### src/sv/srm_pkg.sv
`timescale 1ns / 1ps
`default_nettype none
// ----------------------------------------------------------------------------
// srm_pkg: shared types and constants of the rectification map block
// Field widths, extent reset values and the sequencer state type.
// ----------------------------------------------------------------------------
package srm_pkg;
	localparam int DIM_BITS = 12;
	localparam int COEF_W = 18;
	localparam int ROW_W = 3 * COEF_W;
	localparam int FOCAL_W = 20;
	localparam int SIZE_W = 26;
	localparam int SIZE_FIELD_W = 13;
	localparam int OUT_W = 25;
	localparam int CFG_IDX_W = 3;
	// Centered pixel coordinate in Q.8.
	localparam int PIX_W = DIM_BITS + 10;
	// Products of Q2.16 by Q14.8 and sums of three of them.
	localparam int DOT_W = 48;
	// Magnitude times focal.
	localparam int NUM_W = 68;
	localparam int QUO_W = 26;
	// The numerator is formed from two half-width partial products.
	localparam int HALF_W = DOT_W / 2;
	localparam int PART_W = HALF_W + FOCAL_W;
	localparam logic signed [OUT_W-1:0] EXTENT_INIT = 25'sd2560000;
	localparam logic signed [OUT_W-1:0] OUT_MAX = 25'sd16777215;
	localparam logic signed [OUT_W-1:0] OUT_MIN = -25'sd16777216;

	localparam logic [CFG_IDX_W-1:0] REG_L0 = 3'd0;
	localparam logic [CFG_IDX_W-1:0] REG_L1 = 3'd1;
	localparam logic [CFG_IDX_W-1:0] REG_L2 = 3'd2;
	localparam logic [CFG_IDX_W-1:0] REG_R0 = 3'd3;
	localparam logic [CFG_IDX_W-1:0] REG_R1 = 3'd4;
	localparam logic [CFG_IDX_W-1:0] REG_R2 = 3'd5;
	localparam logic [CFG_IDX_W-1:0] REG_FOCAL = 3'd6;
	localparam logic [CFG_IDX_W-1:0] REG_SIZE = 3'd7;

	typedef enum logic [3:0] {
		ST_IDLE,
		ST_DOT,
		ST_DIV_LOAD,
		ST_DIV_MUL,
		ST_DIV_RUN,
		ST_DIV_DONE,
		ST_OUT_MAP,
		ST_OUT_OFS
	} state_t;

	typedef struct packed {
		logic start;
		logic [NUM_W-1:0] num;
		logic [DOT_W-1:0] den;
	} div_req_t;

	typedef struct packed {
		logic done;
		logic [NUM_W-1:0] quo;
	} div_rsp_t;
endpackage
`default_nettype wire

### src/sv/srm_div.sv
`timescale 1ns / 1ps
`default_nettype none
// ----------------------------------------------------------------------------
// srm_div: restoring unsigned divider
// Produces one quotient bit per cycle, NUM_W quotient bits per division.
// ----------------------------------------------------------------------------
module srm_div
	import srm_pkg::*;
(
	input wire logic clk,
	input wire logic arst_n,
	input div_req_t req,
	output div_rsp_t rsp
);
	logic [NUM_W-1:0] num_q;
	logic [NUM_W-1:0] quo_q;
	logic [DOT_W:0] rem_q;
	logic [DOT_W-1:0] den_q;
	logic [6:0] cnt_q;
	logic busy_q;
	logic done_q;
	logic [DOT_W:0] trial;
	logic [DOT_W:0] diff;

	assign trial = {rem_q[DOT_W-1:0], num_q[NUM_W-1]};
	assign diff = trial - {1'b0, den_q};

	always_ff @(posedge clk or negedge arst_n) begin
		if (!arst_n) begin
			busy_q <= 1'b0;
			done_q <= 1'b0;
			cnt_q <= '0;
		end else begin
			done_q <= 1'b0;
			if (req.start) begin
				busy_q <= 1'b1;
				cnt_q <= 7'(NUM_W);
			end else if (busy_q) begin
				cnt_q <= cnt_q - 7'd1;
				if (cnt_q == 7'd1) begin
					busy_q <= 1'b0;
					done_q <= 1'b1;
				end
			end
		end
	end

	always_ff @(posedge clk) begin
		if (req.start) begin
			num_q <= req.num;
			den_q <= req.den;
			rem_q <= '0;
			quo_q <= '0;
		end else if (busy_q) begin
			num_q <= {num_q[NUM_W-2:0], 1'b0};
			if (!diff[DOT_W]) begin
				rem_q <= diff;
				quo_q <= {quo_q[NUM_W-2:0], 1'b1};
			end else begin
				rem_q <= trial;
				quo_q <= {quo_q[NUM_W-2:0], 1'b0};
			end
		end
	end

	assign rsp.done = done_q;
	assign rsp.quo = quo_q;
endmodule
`default_nettype wire

### config.mk
export PLATFORM = sky130hd
export DESIGN_NAME = srm_div
export DESIGN_NICKNAME = d
export VERILOG_FILES = /design/src/sv/srm_pkg.sv /design/src/sv/srm_div.sv
export SDC_FILE = /design/constraint.sdc
export NUM_CORES = 1
export LEC_CHECK = 0
export ABC_CLOCK_PERIOD_IN_PS = 5940
export CAP_MARGIN = 15
export CELL_PAD_IN_SITES_DETAIL_PLACEMENT = 1
export CELL_PAD_IN_SITES_GLOBAL_PLACEMENT = 1
export CORE_ASPECT_RATIO = 1.75
export CORE_MARGIN = 2
export CORE_UTILIZATION = 54
export DETAILED_ROUTE_END_ITERATION = 10
export DONT_BUFFER_PORTS = 1
export GPL_TIMING_DRIVEN = 0
export PLACE_DENSITY = 0.83
export SYNTH_ARGS = -nofsm -noshare
export SYNTH_HDL_FRONTEND = slang
export SYNTH_SLANG_ARGS = --single-unit
### constraint.sdc
create_clock -name clk -period 5.94 [get_ports clk]
set_input_delay 1.188 -clock clk [delete_from_list [all_inputs] [get_ports clk]]
set_output_delay 1.188 -clock clk [all_outputs]
set_load 0.005 [all_outputs]
After elaboration in Yosys (flattened, before gate mapping)
Cells that the tools add are included.
{"block": "totals", "elab_cells": 23, "out_inout_bits": 69, "register_bits": 241, "input_bits": 119}
{"block": "op_classes", "mux": 12, "n_addsub": 2, "n_eq_ne": 1, "reduce_logical": 1}
{"cell": "68-bit two-way mux", "count": 2}
{"cell": "49-bit by 48-bit subtractor with 49-bit output", "count": 1}
{"cell": "48-bit two-way mux", "count": 1}
{"cell": "7-bit two-way mux", "count": 2}
{"cell": "7-bit by 1-bit equality test with 1-bit output (second input constant)", "count": 1}
{"cell": "1-bit two-way mux", "count": 7}
{"cell": "7-bit by 1-bit subtractor with 7-bit output (second input constant)", "count": 1}
{"cell": "2-bit nonzero test", "count": 1}

Longest topological paths before layout
{"block": "logic_depth", "ltp_word": 4, "ltp_mapped": 16, "mapped_depth_nobuf": 14}

Worst setup path after synthesis
OpenSTA, ideal clock, no wires.
{"block": "synth_path", "kind": "input-to-reg", "start": "input port req[116] (netlist name)", "end": "register num_q[0], enable pin", "setup_ns": 0.422, "n_path_buf": 2, "required_ns": 5.518, "path_slack_ns": 2.425, "arrival_ns": 3.094, "cell_stages": 4, "cell_sequence": "clkbuf_1 nor2_1 clkbuf_1 inv_1"}
{"block": "synth_between", "elab_chain_cells": 1}
{"element": "start, declared", "line_no": "srm_div.sv:12", "rtl": "input div_req_t req,"}
{"element": "2-bit nonzero test (no source line)"}
{"element": "end signal, assigned", "line_no": "srm_div.sv:50", "rtl": "num_q <= req.num;"}
{"element": "end signal, assigned", "line_no": "srm_div.sv:55", "rtl": "num_q <= {num_q[NUM_W-2:0], 1'b0};"}
{"element": "end, declared", "line_no": "srm_div.sv:15", "rtl": "logic [NUM_W-1:0] num_q;"}
Every way passes these cells.
A chain may end at the register's enable or synchronous reset.

Worst setup path in the final report
{"block": "layout_path", "start": "register num_q[67]", "end": "register rem_q[45]"}
{"block": "layout_between", "elab_chain_cells": 2}
{"element": "49-bit by 48-bit subtractor with 49-bit output", "line_no": "srm_div.sv:26", "rtl": "assign diff = trial - {1'b0, den_q};"}
{"element": "48-bit two-way mux", "line_no": "srm_div.sv:56", "rtl": "if (!diff[DOT_W]) begin"}
{"element": "end signal, assigned", "line_no": "srm_div.sv:57", "rtl": "rem_q <= diff;"}
{"element": "end signal, assigned", "line_no": "srm_div.sv:60", "rtl": "rem_q <= trial;"}
{"element": "end, declared", "line_no": "srm_div.sv:17", "rtl": "logic [DOT_W:0] rem_q;"}
Every way passes these cells.

==> out/results.ini <==
[status]
outcome=finished clean

[clocking]
cts_tree=done
cts.sinks=241
clkTransAtPathRegs_ps=70
cts_hold_buf=0
numCtsBuffers=24
ctsResizeCount=0
clock_latency_ps=540
cts_max_level=1
cts.path.max_buffers=3
postCtsSetupRepairBufs=0
root_buffer=clkbuf_16

[drt]
drcViolationCount=0
ant_nets=0
dr.first_iter.drc_count=336
wire_per_inst_um=23.04
vias=8815
dr.pass1.iters=4
drt_wl_total_mm=33.98
post_drt_via_cell_ratio=5.976

[sta]
rsz0062_at_grt=false
timing.final.ws_setup_ps=2075
max-slew-margin-rel_pct=48.06
drv_slew=0
worst_pin_slew_ps=779.1
whs_ps=336.8
clock_skew_ps=11.87
fin_tns_setup_ps=0
hold_viol=0
period_share_pct=65.06
setup_viol_count_final=0
layout_min_cycle_time_ps=3865
max_freq_ghz=0.2588

[yosys]
ys_seq_area_share_pct=49.60
syn_avg_cell_area_um2=10.75
yosysTopAreaCell=edfxtp_1
ys.flop_type=edfxtp_1
synth_cell_types=73
yosysMostFrequentCell=nor2_1
synthTopCellsByArea=edfxtp_1 (29%), dfxtp_1 (19%), mux2i_1 (9.1%)
syn_area_mm2=0.01216
synthTopCellsByCount=nor2_1 (143), dfxtp_1 (116), edfxtp_1 (116), mux2i_1 (110), mux2_2 (67)
synthArstFlopShare_pct=3.734
yosysTopAreaCellShare_pct=28.65
synthCells=1131
synth-edff-count=116
syn-num-nets=1301
ys_seq_elements=241
synth_warnings=0

[placed_design]
gp_congestion=0.8830
dp_hpwl_mm=24.18
port_buffers=0
place_worst_setup_slack_ps=2141
dp.cells=1428

[finish]
final_util_pct=60.51
nNetsFinal=1328
post_route_cells_drive_above_1_share_pct=11.22
fillers=2296
area_delta_synth_final_pct=9.837
post_layout_nonfiller_instances=1475

[die]
die-area_mm2=0.02378
die_h_um=202.5
core_area_mm2=0.02207
num_rows=72
io_pins=188
start_util_pct=55.09
fp.dieW_um=117.4

[critical_path]
crit_path_start_kind=register
cp-end-kind=register
critical_path.most_common_cell=inv_1
cp.required_ps=6340
cpMaxStageDelayCell=fa_1
crit_chain=inv_1 -> ha_1 -> inv_1 -> fa_1 -> a21oi_1 -> nor3b_2 -> o2111ai_1 -> a31oi_4 -> a21boi_2 -> o21ai_2 -> a41oi_2 -> xnor2_2 -> buf_6 -> buf_4 -> mux2i_1 -> o21ai_1
crit_type=register to register
critical_path_buf_inv_count=4
cp_data_arrival_time_ps=4260
critPathMaxFanout=10
path_delay_family=compound AO/OA/AOI/OAI gates
slowest_delay_ps=410

[grt]
grt_pass1_vias=9914
overflow=0
antenna_found_initial=4
grt_first_pass_wirelength_mm=52.97
grt_use_total_pct=28.08
grt_max_degree=53

[power_and_ir_drop]
switching_power_w=0.002118
ir_drop_uv=322.6
powerDensity_mw_per_mm2=443.3
sequentialPowerShare_pct=36.5
power.leakage_nw=5.782
combinationalPowerShare_pct=36.8
clkPwrFrac_pct=26.7
intPower_w=0.003803
switching_share_pct=35.77

[job]
max_cap_viol_count=0

[hold_path]
min_path_type=input pin to asynchronous set/reset pin

registers in the layout (all words and copies together), names as in the netlist:
signal and count:
quo_q 68, den_q 48, num_q 68, done_q 1
rem_q 48, busy_q 1, cnt_q 7
placed cells by master (no fill, tap or decap), types with 22 or more instances in the layout:
master and n:
a21oi_1 60, mux2_2 67, dfxtp_1 116, xnor2_1 24, a211oi_1 35, edfxtp_1 116, a21o_1 23, xor2_1 25
o21ai_0 22, nand2_1 55, nor2_1 143, clkbuf_16 26, inv_1 56, ha_1 50, mux2i_1 110, clkbuf_1 53
final cells by class:
| cell class | instances | area (um2) | area share, % |
|---|---|---|---|
| Tap cell | 296 | 370.4 | 2.773 |
| Clock inverter | 13 | 128.9 | 0.9650 |
| Timing Repair Buffer | 1 | 20.02 | 0.1499 |
| Multi-Input combinational cell | 769 | 5614 | 42.04 |
| Antenna cell | 3 | 7.507 | 0.05621 |
| Clock buffer | 31 | 669.4 | 5.012 |
| Inverter | 57 | 214.0 | 1.602 |
| Sequential cell | 241 | 6031 | 45.16 |
| Buffer | 64 | 300.3 | 2.248 |
worst paths after layout:
path | start | end | cells past startpoint | slack [ps]
max reg2reg | num_q[67]$_DFFE_PP_ | rem_q[45]$_SDFFE_PP0P_ | 16 | 2080
max in group asynchronous | arst_n | cnt_q[0]$_DFFE_PN0P_ | 0 | 5530
min | arst_n | cnt_q[4]$_DFFE_PN0P_ | 0 | 340
min in group clk | rem_q[41]$_SDFFE_PP0P_ | rem_q[41]$_SDFFE_PP0P_ | 2 | 480
max | num_q[67]$_DFFE_PP_ | rem_q[45]$_SDFFE_PP0P_ | 16 | 2080
min reg2reg | rem_q[41]$_SDFFE_PP0P_ | rem_q[41]$_SDFFE_PP0P_ | 2 | 480
layer usage:
layer  GRT usage, %  routed length, um
met4          12.61               1403
met2          57.06              19310
met1          25.69              11340
met3          6.657               1927
met5              0                  0
power groups by stage:
| stage | Sequential (W) | Combinational (W) | Clock [W] |
|---|---|---|---|
| floorplan | 0.00212 | 0.00169 | 0 |
| global route | 0.00219 | 0.00239 | 0.00165 |
| detailed placement | 0.00219 | 0.00214 | 0 |
| finish | 0.00216 | 0.00218 | 0.00158 |
| global placement | 0.00217 | 0.00207 | 0 |
| CTS | 0.00216 | 0.00218 | 0.00159 |
per-stage QoR:
stage | total power [W] | cell area [um2]
finish | 0.005921 | 13360
global route | 0.006232 | 13360
CTS | 0.005931 | 13350
detailed placement | 0.004329 | 12550
global placement | 0.004249 | 12530
floorplan | 0.003811 | 12160
logic make-up (layout without fill, tap and decap cells):
group | after synthesis | count (layout) | synth area share (%)
AND/OR/NAND/NOR | 270 | 270 | 9.940
flip-flops | 241 | 241 | 49.60
AO/OA/AOI/OAI | 221 | 221 | 12.00
multiplexers | 177 | 177 | 15.26
buffers and inverters | 121 | 166 | 4.229
adder cells (fa/ha/maj) | 51 | 51 | 5.310
XOR/XNOR | 50 | 50 | 3.663
other | 0 | 3 | 0
Power figures use the tool's default switching activity.
